==> src/llj_pkg.sv <==
// Shared types and constants for the logical line joiner.
`default_nettype none
package llj_pkg;

	localparam int LINE_COUNT_BITS_DEF = 16;
	localparam int LINE_NUM_BITS = 16;
	localparam int OUTQ_DEPTH = 4;
	localparam int OUTQ_CNT_BITS = $clog2(OUTQ_DEPTH + 1);

	localparam logic [7:0] CH_HASH = 8'h23;
	localparam logic [7:0] CH_NL = 8'h0A;
	localparam logic [7:0] CH_SPACE = 8'h20;
	localparam logic [7:0] CH_TAB = 8'h09;

	typedef enum logic [1:0] {
		PH_WANT = 2'd0,
		PH_COMMENT = 2'd1,
		PH_TEXT = 2'd2
	} phase_t;

	typedef struct packed {
		logic [7:0] byte_value;
		logic end_of_input;
	} req_word_t;

	typedef struct packed {
		logic [7:0] out_byte;
		logic has_byte;
		logic line_end;
		logic input_end;
		logic [LINE_NUM_BITS-1:0] line_number;
	} rsp_word_t;

	typedef struct packed {
		phase_t phase;
		logic nonempty;
		logic first_hash;
		logic pending;
	} line_state_t;

	localparam line_state_t LINE_CLEAR = '{phase: PH_WANT, nonempty: 1'b0,
		first_hash: 1'b0, pending: 1'b0};

endpackage
`default_nettype wire

==> src/llj_step.sv <==
// Per-byte line state update and result formation.
`default_nettype none
module llj_step #(
	parameter int LINE_COUNT_BITS = llj_pkg::LINE_COUNT_BITS_DEF
) (
	input  llj_pkg::req_word_t             word,
	input  logic                           strip,
	input  llj_pkg::line_state_t           state,
	input  logic [LINE_COUNT_BITS-1:0]     count,
	output llj_pkg::line_state_t           next_state,
	output logic [LINE_COUNT_BITS-1:0]     next_count,
	output logic [1:0]                     res_n,
	output llj_pkg::rsp_word_t             res0,
	output llj_pkg::rsp_word_t             res1
);
	import llj_pkg::*;

	logic [LINE_NUM_BITS-1:0] shown_old;
	logic [LINE_NUM_BITS-1:0] shown_new;
	logic [7:0] c;
	logic blank;
	logic count_inc;

	assign c = word.byte_value;
	assign blank = (c == CH_SPACE) || (c == CH_TAB);
	assign count_inc = !word.end_of_input && (c == CH_NL);
	assign next_count = (count_inc && (count != '1)) ? count + 1'b1 : count;

	generate
		if (LINE_COUNT_BITS > LINE_NUM_BITS) begin : g_sat
			assign shown_old = (|count[LINE_COUNT_BITS-1:LINE_NUM_BITS]) ?
				'1 : count[LINE_NUM_BITS-1:0];
			assign shown_new = (|next_count[LINE_COUNT_BITS-1:LINE_NUM_BITS]) ?
				'1 : next_count[LINE_NUM_BITS-1:0];
		end else begin : g_ext
			assign shown_old = LINE_NUM_BITS'(count);
			assign shown_new = LINE_NUM_BITS'(next_count);
		end
	endgenerate

	always_comb begin
		line_state_t st;
		logic a_v;
		logic b_v;
		logic done;
		rsp_word_t a;
		rsp_word_t b;
		st = state;
		a_v = 1'b0;
		b_v = 1'b0;
		done = 1'b0;
		a = '{out_byte: 8'd0, has_byte: 1'b0, line_end: 1'b1, input_end: 1'b0,
			line_number: shown_old};
		b = '{out_byte: 8'd0, has_byte: 1'b0, line_end: 1'b0, input_end: 1'b0,
			line_number: shown_new};
		if (word.end_of_input) begin
			a_v = state.pending || state.nonempty;
			st = LINE_CLEAR;
			b_v = 1'b1;
			b.input_end = 1'b1;
		end else begin
			if (state.pending) begin
				st.pending = 1'b0;
				if (blank) begin
					if (!st.nonempty)
						st.first_hash = (c == CH_HASH);
					st.nonempty = 1'b1;
					b_v = 1'b1;
					b.has_byte = 1'b1;
					b.out_byte = c;
					done = 1'b1;
				end else begin
					a_v = 1'b1;
					st = LINE_CLEAR;
				end
			end
			if (!done) begin
				if (!st.nonempty && blank) begin
					b_v = 1'b0;
				end else if (c == CH_NL) begin
					st.phase = PH_WANT;
					if (strip) begin
						st.pending = st.nonempty;
					end else if (!st.nonempty || st.first_hash) begin
						b_v = 1'b1;
						b.has_byte = 1'b1;
						b.line_end = 1'b1;
						b.out_byte = c;
						st = LINE_CLEAR;
					end else begin
						b_v = 1'b1;
						b.has_byte = 1'b1;
						b.out_byte = c;
						st.pending = 1'b1;
					end
				end else begin
					if (st.phase == PH_WANT) begin
						if (c == CH_HASH)
							st.phase = PH_COMMENT;
						else if (!blank)
							st.phase = PH_TEXT;
					end
					if (!(strip && st.phase == PH_COMMENT)) begin
						if (!st.nonempty)
							st.first_hash = (c == CH_HASH);
						st.nonempty = 1'b1;
						b_v = 1'b1;
						b.has_byte = 1'b1;
						b.out_byte = c;
					end
				end
			end
		end
		next_state = st;
		res_n = {1'b0, a_v} + {1'b0, b_v};
		res0 = a_v ? a : b;
		res1 = b;
	end

endmodule
`default_nettype wire

==> src/llj_outq.sv <==
// Small shifting result queue, up to two words pushed per cycle.
`default_nettype none
module llj_outq (
	input  logic                                clk,
	input  logic                                arst_n,
	input  logic [1:0]                          push_n,
	input  llj_pkg::rsp_word_t                  push0,
	input  llj_pkg::rsp_word_t                  push1,
	output logic                                room,
	output llj_pkg::rsp_word_t                  rsp_word,
	output logic                                rsp_valid,
	input  logic                                rsp_ready
);
	import llj_pkg::*;

	rsp_word_t ent_q [OUTQ_DEPTH];
	logic [OUTQ_CNT_BITS-1:0] cnt_q;
	logic pop;
	logic [OUTQ_CNT_BITS-1:0] base;

	assign rsp_valid = (cnt_q != '0);
	assign rsp_word = ent_q[0];
	assign pop = rsp_valid && rsp_ready;
	assign room = (cnt_q <= OUTQ_CNT_BITS'(OUTQ_DEPTH - 2));
	assign base = cnt_q - OUTQ_CNT_BITS'(pop);

	always_ff @(posedge clk or negedge arst_n) begin
		if (!arst_n) begin
			cnt_q <= '0;
		end else begin
			cnt_q <= base + OUTQ_CNT_BITS'(push_n);
		end
	end

	always_ff @(posedge clk) begin
		for (int i = 0; i < OUTQ_DEPTH; i++) begin
			if (push_n != 2'd0 && OUTQ_CNT_BITS'(i) == base)
				ent_q[i] <= push0;
			else if (push_n == 2'd2 && OUTQ_CNT_BITS'(i) == base + 1'b1)
				ent_q[i] <= push1;
			else if (pop && i + 1 < OUTQ_DEPTH)
				ent_q[i] <= ent_q[(i + 1) % OUTQ_DEPTH];
		end
	end

	a_cnt_bound: assert property (@(posedge clk) disable iff (!arst_n)
		cnt_q <= OUTQ_CNT_BITS'(OUTQ_DEPTH))
		else $error("result queue overfilled");
	a_push_room: assert property (@(posedge clk) disable iff (!arst_n)
		(push_n != 2'd0) |-> room)
		else $error("push without room");
	a_rsp_hold: assert property (@(posedge clk) disable iff (!arst_n)
		(rsp_valid && !rsp_ready) |=> (rsp_valid && $stable(rsp_word)))
		else $error("result word changed while waiting");

endmodule
`default_nettype wire

==> src/logical_line_joiner_unit.sv <==
// Top level of the logical line joiner.
// Each accepted word is registered, run through the line-state logic and
// turned into zero, one or two result words in a four-word output queue.
// One word is accepted per cycle while the queue has room for two results;
// a word that closes a pending line and opens a new one yields two results,
// so the sustained rate is one word per cycle for input that gives at most
// one result per word, set by the single result port. Results pass from the
// input register through the queue register. The line counter saturates at
// its maximum value; line_number shows it capped at 65535.
`default_nettype none
module logical_line_joiner_unit #(
	parameter int LINE_COUNT_BITS = llj_pkg::LINE_COUNT_BITS_DEF
) (
	input  logic                clk,
	input  logic                arst_n,
	input  logic                req_valid,
	output logic                req_ready,
	input  llj_pkg::req_word_t  req_word,
	output logic                rsp_valid,
	input  logic                rsp_ready,
	output llj_pkg::rsp_word_t  rsp_word,
	input  logic                cfg_we,
	input  logic                cfg_wdata
);
	import llj_pkg::*;

	logic valid_s1;
	req_word_t word_s1;
	logic strip_q;
	line_state_t state_q;
	logic [LINE_COUNT_BITS-1:0] count_q;
	line_state_t next_state;
	logic [LINE_COUNT_BITS-1:0] next_count;
	logic [1:0] res_n;
	rsp_word_t res0;
	rsp_word_t res1;
	logic room;
	logic advance;

	assign advance = valid_s1 && room;
	assign req_ready = !valid_s1 || advance;

	always_ff @(posedge clk or negedge arst_n) begin
		if (!arst_n) begin
			valid_s1 <= 1'b0;
			strip_q <= 1'b1;
			state_q <= LINE_CLEAR;
			count_q <= '0;
		end else begin
			if (cfg_we)
				strip_q <= cfg_wdata;
			if (req_ready)
				valid_s1 <= req_valid;
			if (advance) begin
				state_q <= next_state;
				count_q <= next_count;
			end
		end
	end

	always_ff @(posedge clk) begin
		if (req_valid && req_ready)
			word_s1 <= req_word;
	end

	llj_step #(
		.LINE_COUNT_BITS(LINE_COUNT_BITS)
	) u_step (
		.word(word_s1),
		.strip(strip_q),
		.state(state_q),
		.count(count_q),
		.next_state(next_state),
		.next_count(next_count),
		.res_n(res_n),
		.res0(res0),
		.res1(res1)
	);

	llj_outq u_outq (
		.clk(clk),
		.arst_n(arst_n),
		.push_n(advance ? res_n : 2'd0),
		.push0(res0),
		.push1(res1),
		.room(room),
		.rsp_word(rsp_word),
		.rsp_valid(rsp_valid),
		.rsp_ready(rsp_ready)
	);

	a_pending_open: assert property (@(posedge clk) disable iff (!arst_n)
		state_q.pending |-> state_q.nonempty)
		else $error("pending newline on empty line");
	a_eoi_clears: assert property (@(posedge clk) disable iff (!arst_n)
		(advance && word_s1.end_of_input) |=>
		(!state_q.pending && !state_q.nonempty && state_q.phase == PH_WANT))
		else $error("line state not cleared at end of input");
	a_count_mono: assert property (@(posedge clk) disable iff (!arst_n)
		1'b1 |=> (count_q >= $past(count_q)))
		else $error("line count went down");

endmodule
`default_nettype wire

==> config.mk <==
export PLATFORM = sky130hd
export DESIGN_NAME = logical_line_joiner_unit
export DESIGN_NICKNAME = d
export VERILOG_FILES = /design/src/llj_pkg.sv /design/src/llj_step.sv /design/src/llj_outq.sv /design/src/logical_line_joiner_unit.sv
export SDC_FILE = /design/constraint.sdc
export NUM_CORES = 1
export LEC_CHECK = 0
export BUFFER_PORTS_ARGS = -buffer_cell sky130_fd_sc_hd__clkbuf_2
export CORE_MARGIN = 5
export CORE_UTILIZATION = 66
export CTS_CLUSTER_SIZE = 10
export DETAILED_ROUTE_END_ITERATION = 7
export PLACE_DENSITY = 0.85
export SYNTH_ARGS = -nofsm -noshare
export SYNTH_HDL_FRONTEND = slang
export SYNTH_SLANG_ARGS = --single-unit
==> constraint.sdc <==
create_clock -name clk -period 10.7 [get_ports clk]
set_input_delay 0 -clock clk [delete_from_list [all_inputs] [get_ports clk]]
set_output_delay 0 -clock clk [all_outputs]
set_load 0.01 [all_outputs]
==> flow_metrics.env, run 1 <==
export IMPL_status="completed"
export IMPL_cp_top_family="simple AND/OR/NAND/NOR gates"
export IMPL_rsz0062_at_grt="no"
export IMPL_hpwl_um=11900
export IMPL_clockBufferDepth=2
export IMPL_synth_seq_cells=143
export IMPL_crit_path_cell_trace="or4_1 -> a211oi_1 -> a22oi_1 -> o21ai_4 -> and2_1 -> nand2_1 -> ha_1 -> and3b_1 -> nand4_1 -> nand2b_1 -> nand3_1"
export IMPL_clock_sinks=143
export IMPL_synth_cells=690
export IMPL_core_area_um2=11300
export IMPL_final_layout_size_suffix_gt1_share_pct=15.0
export IMPL_crit_buf_inv=0
export IMPL_start_util_pct=66.7
export IMPL_fin_skew_ns=0.00665
export IMPL_finalCriticalPeriod_ns=5.84
export IMPL_grt_pass1_vias=5332
export IMPL_via_count=5845
export IMPL_worstMarginPinSlew_ns=1.35
export IMPL_cp_arrival_ns=5.63
export IMPL_cts_buffers=17
export IMPL_drv_cap=0
export IMPL_drcViolationCount=0
export IMPL_die_w_um=117
export IMPL_setup_violations=0
export IMPL_yosysWarnings=0
export IMPL_wl_per_cell_um=20.6
export IMPL_drt_iter0_drc=752
export IMPL_p_leak_nw=3.14
export IMPL_relSlewSlack_pct=9.29
export IMPL_p_comb_share_pct=29.2
export IMPL_nets=740
export IMPL_dp_cells=828
export IMPL_h_tree_depth=4
export IMPL_max_vdd_ir_drop_uv=182
export IMPL_chipHeight_um=117
export IMPL_n_fill_cell=702
export IMPL_grt_pass1_wl_um=28400
export IMPL_syn_num_nets=712
export IMPL_synthesis_area_um2=7510
export IMPL_layout_commonest_cell="edfxtp_1"
export IMPL_synth_seq_area_share_pct=55.4
export IMPL_critical_path_peak_fanout=27
export IMPL_drtPass1Iterations=5
export IMPL_crit_slowest_cell="nand3_1"
export IMPL_cts_tree="yes"
export IMPL_grt_usage_pct=27.5
export IMPL_synth_edf_count=117
export IMPL_ys_types=75
export IMPL_finalPower_mw=2.12
export IMPL_cts_clk_slew_worst_paths_ns=0.06
export IMPL_mostFrequentLayoutCells="117 x edfxtp_1, 112 x nand2_1, 43 x o21ai_0, 43 x clkbuf_2, 32 x xor2_1"
export IMPL_slowest_delay_ns=1.11
export IMPL_p_int_mw=1.37
export IMPL_port_buffers=43
export IMPL_rows=39
export IMPL_n_antenna_cell=0
export IMPL_ios=44
export IMPL_finalWirelength_um=18000
export IMPL_cts_root_buf="clkbuf_16"
export IMPL_async_flop_share_pct=18.2
export IMPL_antenna_left=0
export IMPL_via_per_inst=6.69
export IMPL_gp_congestion=0.967
export IMPL_final_instance_count_excl_fill=874
export IMPL_critPathLaunchType="flop"
export IMPL_tns_ns=0
export IMPL_worstSetupPathType="flop to flop"
export IMPL_finalCritPeriodShare_pct=54.5
export IMPL_seqPwrFrac_pct=42.4
export IMPL_end_kind="flop"
export IMPL_area_growth_pct=12.6
export IMPL_die_area_um2=13600
export IMPL_powerDensity_nw_per_um2=250
export IMPL_clk_latency_ns=0.42
export IMPL_critPathRequiredTime_ns=10.50
export IMPL_fmax_ghz=0.171
export IMPL_maxSlewViolCount=0
export IMPL_grt_max_degree=47
export IMPL_switching_power_uw=742
export IMPL_syn_avg_cell_area_um2=10.9
export IMPL_antenna_found_initial=0
export IMPL_clkPwrFrac_pct=28.4
export IMPL_holdCritPathClass="input port to asynchronous set/reset pin"
export IMPL_grt_ovfl_total=0
export IMPL_switching_share_pct=35.1
export IMPL_synth_ff_type="edfxtp_1"
export IMPL_hold_violations=0
==> synthesized netlist by cell type, types with 8 or more instances <==
| cell type | instances | share of area [%] |
|---|---|---|
| a21oi_1 | 18 | 1.2 |
| o22ai_1 | 16 | 1.3 |
| a211oi_1 | 10 | 1.0 |
| a22o_1 | 15 | 1.7 |
| xnor2_1 | 26 | 3.0 |
| edfxtp_1 | 117 | 47 |
| xor2_1 | 32 | 3.7 |
| nor2_1 | 32 | 1.6 |
| clkbuf_1 | 36 | 1.8 |
| nand4_1 | 13 | 1.1 |
| inv_1 | 15 | 0.75 |
| a31oi_1 | 8 | 0.67 |
| o21ai_0 | 43 | 2.9 |
| nor3_1 | 14 | 0.93 |
| and3_1 | 9 | 0.75 |
| nand2_1 | 112 | 5.6 |
| dfrtp_1 | 25 | 8.3 |
| nand3_1 | 16 | 1.1 |
==> cell type report <==
cell class / count / area (um^2) / area share, %
Sequential cell: 143 / 4170 / 49.2
Multi-Input combinational cell: 479 / 3070 / 36.3
Clock buffer: 17 / 425 / 5.03
Timing Repair Buffer: 60 / 379 / 4.48
Tap cell: 143 / 179 / 2.11
Clock inverter: 15 / 174 / 2.05
Inverter: 17 / 66.3 / 0.784
==> power by group through the flow <==
stage | Clock [mW] | Combinational (mW) | Sequential (mW)
after CTS | 0.602 | 0.608 | 0.895
after detailed placement | 0 | 0.597 | 0.903
after global placement | 0 | 0.573 | 0.892
after global routing | 0.629 | 0.678 | 0.910
after floorplan | 0 | 0.420 | 0.893
final | 0.601 | 0.617 | 0.897
==> layer usage <==
| metal | track usage [%] | wire [um] |
|---|---|---|
| met5 | 0 | 0 |
| met4 | 9.63 | 359 |
| met3 | 6.63 | 2080 |
| met2 | 40.1 | 8250 |
| met1 | 40.7 | 7290 |
==> final timing paths <==
kind	cells after the start	slack [ns]	startpoint	endpoint
setup / recovery	11	4.86	word_s1[3]	u_outq.ent_q[2][11]
hold / removal	2	0.11	arst_n	state_q[2]
setup reg to reg	11	4.86	word_s1[3]	u_outq.ent_q[2][11]
hold reg to reg	2	0.52	u_outq.ent_q[1][8]	u_outq.ent_q[0][8]
max in group asynchronous	2	10.18	arst_n	count_q[10]
min in group clk	2	0.29	req_word[0]	word_s1[0]
==> metrics by stage <==
stage | hold slack, ns | area, um^2 | setup slack [ns] | utilization (%)
6_report | 0.115 | 8460 | 4.86 | 75.1
5_1_grt | 0.190 | 8460 | 4.31 | 75.1
4_1_cts | 0.140 | 8450 | 4.89 | 75.0
3_5_place_dp | 0.0470 | 7720 | 4.92 | 68.5
3_3_place_gp | 0.0314 | 7720 | 5.14 | 68.5
2_1_floorplan | -0.296 | 7510 | 5.77 | -
==> timing repair <==
| action | CTS | global route |
|---|---|---|
| gates resized for setup | 0 | 0 |
| buffers inserted | 0 | 0 |
| hold buffers | 13 | 0 |
| endpoints found under the hold margin | 37 | 0 |
==> cell families (layout without fill, tap and decap cells) <==
group           Yosys count  count (layout)  synth area share [%]
xor+xnor                 58              58                  6.76
fa+ha+maj                 7               7                  1.27
compound gates          155             155                  14.2
simple gates            250             250                  17.2
flops                   143             143                  55.4
mux                       9               9                  1.25
buf+inv                  68             109                  3.90
==> worst reg2reg max path: cells and delay by family (launching register included) <==
family                   cells  cell delay (ns)
AND/OR/NAND/NOR              7             3.46
AO/OA/AOI/OAI                3             0.90
flip-flops                   1             0.46
adder cells (fa/ha/maj)      1             0.38
==> flip-flops by register name, summed over array words and instances, names as in the netlist <==
signal        cells
state_q           5
u_outq.ent_q    108
valid_s1          1
word_s1           9
strip_q           1
u_outq.cnt_q      3
count_q          16
Power figures use the tool's default switching activity.
==> inputs of run 2 (changes only) <==
Settings changed: ABC_AREA set to 1, CORE_UTILIZATION 66 to 61, PLACE_DENSITY 0.85 to 0.8.
Clock period 10.7 ns to 5.6 ns, I/O delays scaled along.
==> run 2 against run 1 <==
Global-route usage fell by 0.81 points; combinational power rose by 120%; critical path type unchanged; register-to-register slack got worse by 3.8 ns; non-clock buffer count rose by 1; largest power group unchanged; count of clock-buffer cells in the layout rose by 2; synthesized cell count rose by 19%.
==> flow_metrics.env, run 2 <==
export IMPL_synth_common_cells="222 x nand2_1, 117 x edfxtp_1, 100 x o21ai_0, 81 x nor2_1, 67 x inv_1"
export IMPL_muxShareOfSynthArea_pct=0
export IMPL_cts_clk_slew_worst_paths_ns=0.06
export IMPL_synth_ff_type="edfxtp_1"
export IMPL_synth_area_leaders="edfxtp_1 47%, nand2_1 11%, dfrtp_1 8.4%"
export IMPL_crit_buf_inv=6
export IMPL_layout_commonest_cell="nand2_1"
export IMPL_mostFrequentLayoutCells="222 x nand2_1, 117 x edfxtp_1, 100 x o21ai_0"
export IMPL_hpwl_um=13300
export IMPL_chipHeight_um=120
export IMPL_area_growth_pct=13.0
export IMPL_dp_slack_ns=1.15
export IMPL_start_util_pct=62.1
export IMPL_critical_path_peak_fanout=27
export IMPL_clockBufferDepth=2
export IMPL_via_per_inst=5.83
export IMPL_die_w_um=120
export IMPL_n_antenna_cell=0
export IMPL_rsz0062_at_grt="no"
export IMPL_relSlewSlack_pct=21.9
export IMPL_drcViolationCount=0
export IMPL_critPathLaunchType="flop"
export IMPL_ys_types=42
export IMPL_yosysWarnings=0
export IMPL_powerDensity_nw_per_um2=498
export IMPL_ctsResizeCount=0
export IMPL_cp_arrival_ns=4.49
export IMPL_tns_ns=0
export IMPL_setup_violations=0
export IMPL_final_layout_size_suffix_gt1_share_pct=14.3
export IMPL_synth_seq_cells=143
export IMPL_nets=892
export IMPL_grt_pass1_vias=5583
export IMPL_grt_ovfl_total=0
export IMPL_fmax_ghz=0.218
export IMPL_h_tree_depth=4
export IMPL_synthesis_area_um2=7430
export IMPL_core_area_um2=12000
export IMPL_rows=40
export IMPL_yosysMostFrequentCell="nand2_1"
export IMPL_synth_edf_count=117
export IMPL_top_register="u_outq.ent_q"
export IMPL_crit_path_cell_trace="inv_1 -> nand2_1 -> nor2_1 -> nand2_1 -> nand3_1 -> nand2_1 -> nand2_1 -> buf_4 -> inv_2 -> ha_1 -> inv_1 -> nor2_1 -> inv_1 -> nand2_1 -> nand3_1 -> nand2_1 -> nand2_1 -> inv_1 -> nand2_1"
export IMPL_synth_cells=819
export IMPL_finalCritPeriodShare_pct=81.8
export IMPL_end_kind="flop"
export IMPL_finalWirelength_um=18300
export IMPL_clk_latency_ns=0.42
export IMPL_async_flop_share_pct=18.2
export IMPL_cts_root_buf="clkbuf_16"
export IMPL_synthAdderAreaFrac_pct=1.28
export IMPL_synthXorXnorAreaFrac_pct=2.24
export IMPL_largest_reg_flops=108
export IMPL_path_depth=19
export IMPL_maxSlewViolCount=0
export IMPL_critPathRequiredTime_ns=5.51
export IMPL_p_leak_nw=3.61
export IMPL_syn_avg_cell_area_um2=9.07
export IMPL_antenna_left=0
export IMPL_wl_per_cell_um=17.8
export IMPL_die_area_um2=14500
export IMPL_reg_largest_list="u_outq.ent_q: 108 flops, count_q: 16 flops, word_s1: 9 flops"
export IMPL_synth_top_area_cell="edfxtp_1"
export IMPL_port_buffers=43
export IMPL_worstSetupPathType="flop to flop"
export IMPL_finalCriticalPeriod_ns=4.58
export IMPL_ios=44
export IMPL_cp_common_cell="nand2_1"
export IMPL_drtPass1Iterations=6
export IMPL_status="completed"
export IMPL_fin_skew_ns=0.00816
export IMPL_grt_max_degree=34
export IMPL_cp_top_family="simple AND/OR/NAND/NOR gates"
export IMPL_r2r_cells=19
export IMPL_clock_sinks=143
export IMPL_fin_ws_ns=1.02
export IMPL_hold_violations=0
export IMPL_grt_pass1_wl_um=29800
export IMPL_synth_top_family_by_area="simple AND/OR/NAND/NOR gates"
export IMPL_via_count=5998
export IMPL_synth_simple_area_share_pct=21.4
export IMPL_cts_tree="yes"
export IMPL_cts_buffers=17
export IMPL_grt_usage_pct=26.7
export IMPL_syn_num_nets=841
export IMPL_synth_compound_area_share_pct=12.8
export IMPL_synth_seq_area_share_pct=56.1
export IMPL_synth_top_area_share_pct=47.3
export IMPL_worstMarginPinSlew_ns=1.17
export IMPL_gp_congestion=1.01
export IMPL_slowest_delay_ns=0.73
export IMPL_drv_cap=0
export IMPL_holdCritPathClass="input port to asynchronous set/reset pin"
export IMPL_antenna_found_initial=0
export IMPL_max_vdd_ir_drop_uv=369
export IMPL_drt_iter0_drc=692
export IMPL_crit_slowest_cell="nand2_1"
run 2: layer usage:
metal / vias to the layer above / track usage, % / share of wire (%)
met5: - / 0 / 0
met4: 0 / 9.70 / 1.9
met3: 30 / 5.75 / 10
met2: 321 / 38.8 / 44
met1: 2784 / 39.8 / 44
li1: 2863 / - / -
run 2: what timing repair did:
| action | CTS | global route |
|---|---|---|
| hold endpoints to repair | 36 | 0 |
| setup buffers | 0 | 0 |
| hold buffers | 13 | 0 |
run 2: logic make-up after synthesis:
group,Yosys count
simple gates,371
compound gates,171
flops,143
buf+inv,111
xor+xnor,16
fa+ha+maj,7
run 2: where the power goes:
part | switching (mW) | leakage (nW) | internal, mW | total [mW]
combinational | 0.953 | 1.83 | 0.393 | 1.35
clock | 0.423 | 0.273 | 0.648 | 1.07
sequential | 0.111 | 1.51 | 1.65 | 1.76
total | 1.49 | 3.61 | 2.69 | 4.18
run 2: worst paths after layout:
path,from,endpoint,slack [ns]
worst max-delay path,word_s1[6],u_outq.ent_q[2][4],1.02
worst min-delay path,arst_n,state_q[2],0.17
worst max register to register,word_s1[6],u_outq.ent_q[2][4],1.02
worst min register to register,state_q[4],state_q[4],0.52
max in group asynchronous,arst_n,count_q[2],4.96
min in group clk,req_word[0],word_s1[0],0.29
run 2: through the flow:
stage / total power [mW] / instance area [um^2] / cells / hold WS (ns) / utilization [%]
final: 4.18 / 8400 / 1028 / 0.171 / 70.2
after global routing: 4.44 / 8400 / 1028 / 0.224 / 70.2
after CTS: 4.18 / 8400 / 1028 / 0.178 / 70.2
after detailed placement: 3.11 / 7710 / 985 / 0.0851 / 64.5
after global placement: 3.05 / 7710 / 985 / 0.0801 / 64.5
after floorplan: 2.72 / 7430 / 819 / -0.296 / -
run 2: worst reg2reg max path: stages (launching register included):
cell and delay (ns):
edfxtp_1 0.39, inv_1 0.13, nand2_1 0.08, nor2_1 0.14, nand2_1 0.11, nand3_1 0.16
nand2_1 0.07, nand2_1 0.08, buf_4 0.26, inv_2 0.21, ha_1 0.32, inv_1 0.07
nor2_1 0.17, inv_1 0.09, nand2_1 0.09, nand3_1 0.13, nand2_1 0.13, nand2_1 0.30
inv_1 0.40, nand2_1 0.73
run 2: area by class of cell:
class	instances	area (um^2)
clock buffers	19	433
well taps	147	184
flip-flops and latches	143	4170
multi-input cells	565	2800
repair buffers	61	383
inverters	82	308
clock inverters	11	119
fillers	903	3570
==> inputs of run 3 (changes only) <==
Clock period 5.6 ns to 4.65 ns, I/O delays scaled along.
==> run 3 against run 2 <==
Via count is 0.72% lower; highest routed layer unchanged; power is 25% higher; global-route usage down 1.4 points; count of clock-buffer cells in the layout up 3; the flow now finishes with violations (design-rule violations); sequential cell count unchanged; worst setup slack worse by 0.52 ns; sequential power grew 20%; non-clock buffer count is 4 higher; largest power group unchanged; die area stayed put.
==> flow_metrics.env, run 3 (same netlist as run 2, synthesis figures left out) <==
export IMPL_status="complete, but fails checks"
export IMPL_violations="design-rule violations"
export IMPL_worstSetupPathType="flop to flop"
export IMPL_hold_buffers=13
export IMPL_port_buffers=43
export IMPL_chipHeight_um=120
export IMPL_hpwl_um=12400
export IMPL_cts_buffers=17
export IMPL_maxSlewViolCount=0
export IMPL_finalCritPeriodShare_pct=89.2
export IMPL_setup_violations=0
export IMPL_via_count=5955
export IMPL_final_layout_size_suffix_gt1_share_pct=14.9
export IMPL_rsz0062_at_grt="no"
export IMPL_ctsResizeCount=0
export IMPL_antenna_left=0
export IMPL_worstMarginPinSlew_ns=0.811
export IMPL_r2r_start="word_s1[8]"
export IMPL_multi_input_area_um2=2800
export IMPL_ios=44
export IMPL_fin_skew_ns=0.00718
export IMPL_drtPass1Iterations=8
export IMPL_max_vdd_ir_drop_uv=503
export IMPL_holdCritPathClass="input port to asynchronous set/reset pin"
export IMPL_hold_violations=0
export IMPL_finalPower_mw=5.24
export IMPL_p_leak_nw=3.67
export IMPL_cts_root_buf="clkbuf_16"
export IMPL_area_growth_pct=14.9
export IMPL_critical_path_peak_fanout=21
export IMPL_n_fill_cell=847
export IMPL_finalWirelength_um=17300
export IMPL_nets=896
export IMPL_die_area_um2=14500
export IMPL_ff2ff_setup_slack_ns=0.50
export IMPL_critical_path_endpoint="u_outq.ent_q[2][9]"
export IMPL_via_per_inst=5.76
export IMPL_start_util_pct=62.1
export IMPL_cts_tree="yes"
export IMPL_top_register="u_outq.ent_q"
export IMPL_wl_per_cell_um=16.8
export IMPL_place_area_um2=7740
export IMPL_r2r_cells=20
export IMPL_cp_arrival_ns=4.32
export IMPL_finalCriticalPeriod_ns=4.15
export IMPL_clk_latency_ns=0.42
export IMPL_antenna_found_initial=0
export IMPL_reg_largest_list="u_outq.ent_q: 108 flops, count_q: 16 flops, word_s1: 9 flops"
export IMPL_grt_max_degree=34
export IMPL_final_area_um2=8530
export IMPL_cts_clk_slew_worst_paths_ns=0.06
export IMPL_clock_sinks=143
export IMPL_relSlewSlack_pct=45.7
export IMPL_critPathRequiredTime_ns=4.82
export IMPL_r2r_end="u_outq.ent_q[2][9]"
export IMPL_h_tree_depth=4
export IMPL_drv_cap=0
export IMPL_rows=40
export IMPL_grt_ovfl_total=0
export IMPL_gp_congestion=1.01
export IMPL_fmax_ghz=0.241
export IMPL_die_w_um=120
export IMPL_largest_reg_flops=108
export IMPL_end_kind="flop"
export IMPL_seqCellArea_um2=4170
export IMPL_postCtsSetupBuffers=0
export IMPL_tns_ns=0
export IMPL_post_route_util_pct=71.3
export IMPL_critPathLaunchType="flop"
export IMPL_grt_pass1_wl_um=28600
export IMPL_mostFrequentLayoutCells="222 x nand2_1, 117 x edfxtp_1, 100 x o21ai_0"
export IMPL_clockBufferDepth=2
export IMPL_drt_iter0_drc=757
export IMPL_grt_pass1_vias=5562
export IMPL_layout_commonest_cell="nand2_1"
export IMPL_crit_start="word_s1[8]"
export IMPL_core_area_um2=12000
export IMPL_n_antenna_cell=0
export IMPL_drcViolationCount=3
export IMPL_grt_usage_pct=25.3
export IMPL_powerDensity_nw_per_um2=614
run 3: how the worst min path moves through the flow:
stage           start          to  slack, ns  cells past startpoint
6_report       arst_n  state_q[0]       0.14                      2
3_3_place_gp   arst_n  state_q[1]       0.06                      1
5_1_grt        arst_n  state_q[0]       0.22                      2
2_1_floorplan  arst_n  count_q[0]      -0.30                      0
3_5_place_dp   arst_n  state_q[0]       0.07                      1
4_1_cts        arst_n  state_q[0]       0.16                      2
run 3: where the power goes:
| group | internal (mW) | switching (mW) | total, mW |
|---|---|---|---|
| Clock | 0.994 | 0.501 | 1.50 |
| Combinational | 0.489 | 1.14 | 1.62 |
| Sequential | 1.99 | 0.132 | 2.12 |
run 3: final cells by class:
| type | instances | area share [%] |
|---|---|---|
| clock buffers | 22 | 5.56 |
| clock inverters | 10 | 2.17 |
| inverters | 82 | 3.61 |
| multi-input cells | 565 | 32.9 |
| flip-flops and latches | 143 | 48.8 |
| well taps | 147 | 2.16 |
| repair buffers | 65 | 4.84 |
run 3: per-layer routing:
metal  up-vias  share of wire (%)  global-route usage, %
li1       2874                  -                      -
met1      2746                 43                   35.9
met2       298                 45                   37.6
met3        37                 10                   6.83
met4         0                2.3                   9.56
met5         -                  0                      0
run 3: stage by stage:
step / std cells / hold WS [ns] / worst slack, ns
after detailed placement: 989 / 0.0684 / 0.694
after floorplan: 819 / -0.296 / 1.19
final: 1034 / 0.143 / 0.501
after global routing: 1034 / 0.220 / 0.0605
after CTS: 1034 / 0.156 / 0.623
after global placement: 989 / 0.0615 / 0.880
run 3: worst max-delay path, cell delays in order, from the launching register on:
cell and delay, ns:
edfxtp_1 0.38, inv_1 0.10, nand2_1 0.10, nor2_1 0.20, nand2_1 0.14, nand3_1 0.16, nand2_1 0.12, a21oi_1 0.24
nand2_2 0.16, nand2_1 0.12, nand3_1 0.09, ha_1 0.31, inv_1 0.07, nor2_1 0.15, inv_1 0.08, nand2_1 0.09
nand3_1 0.13, nand3_1 0.44, inv_1 0.43, a22oi_1 0.30, o21ai_1 0.09
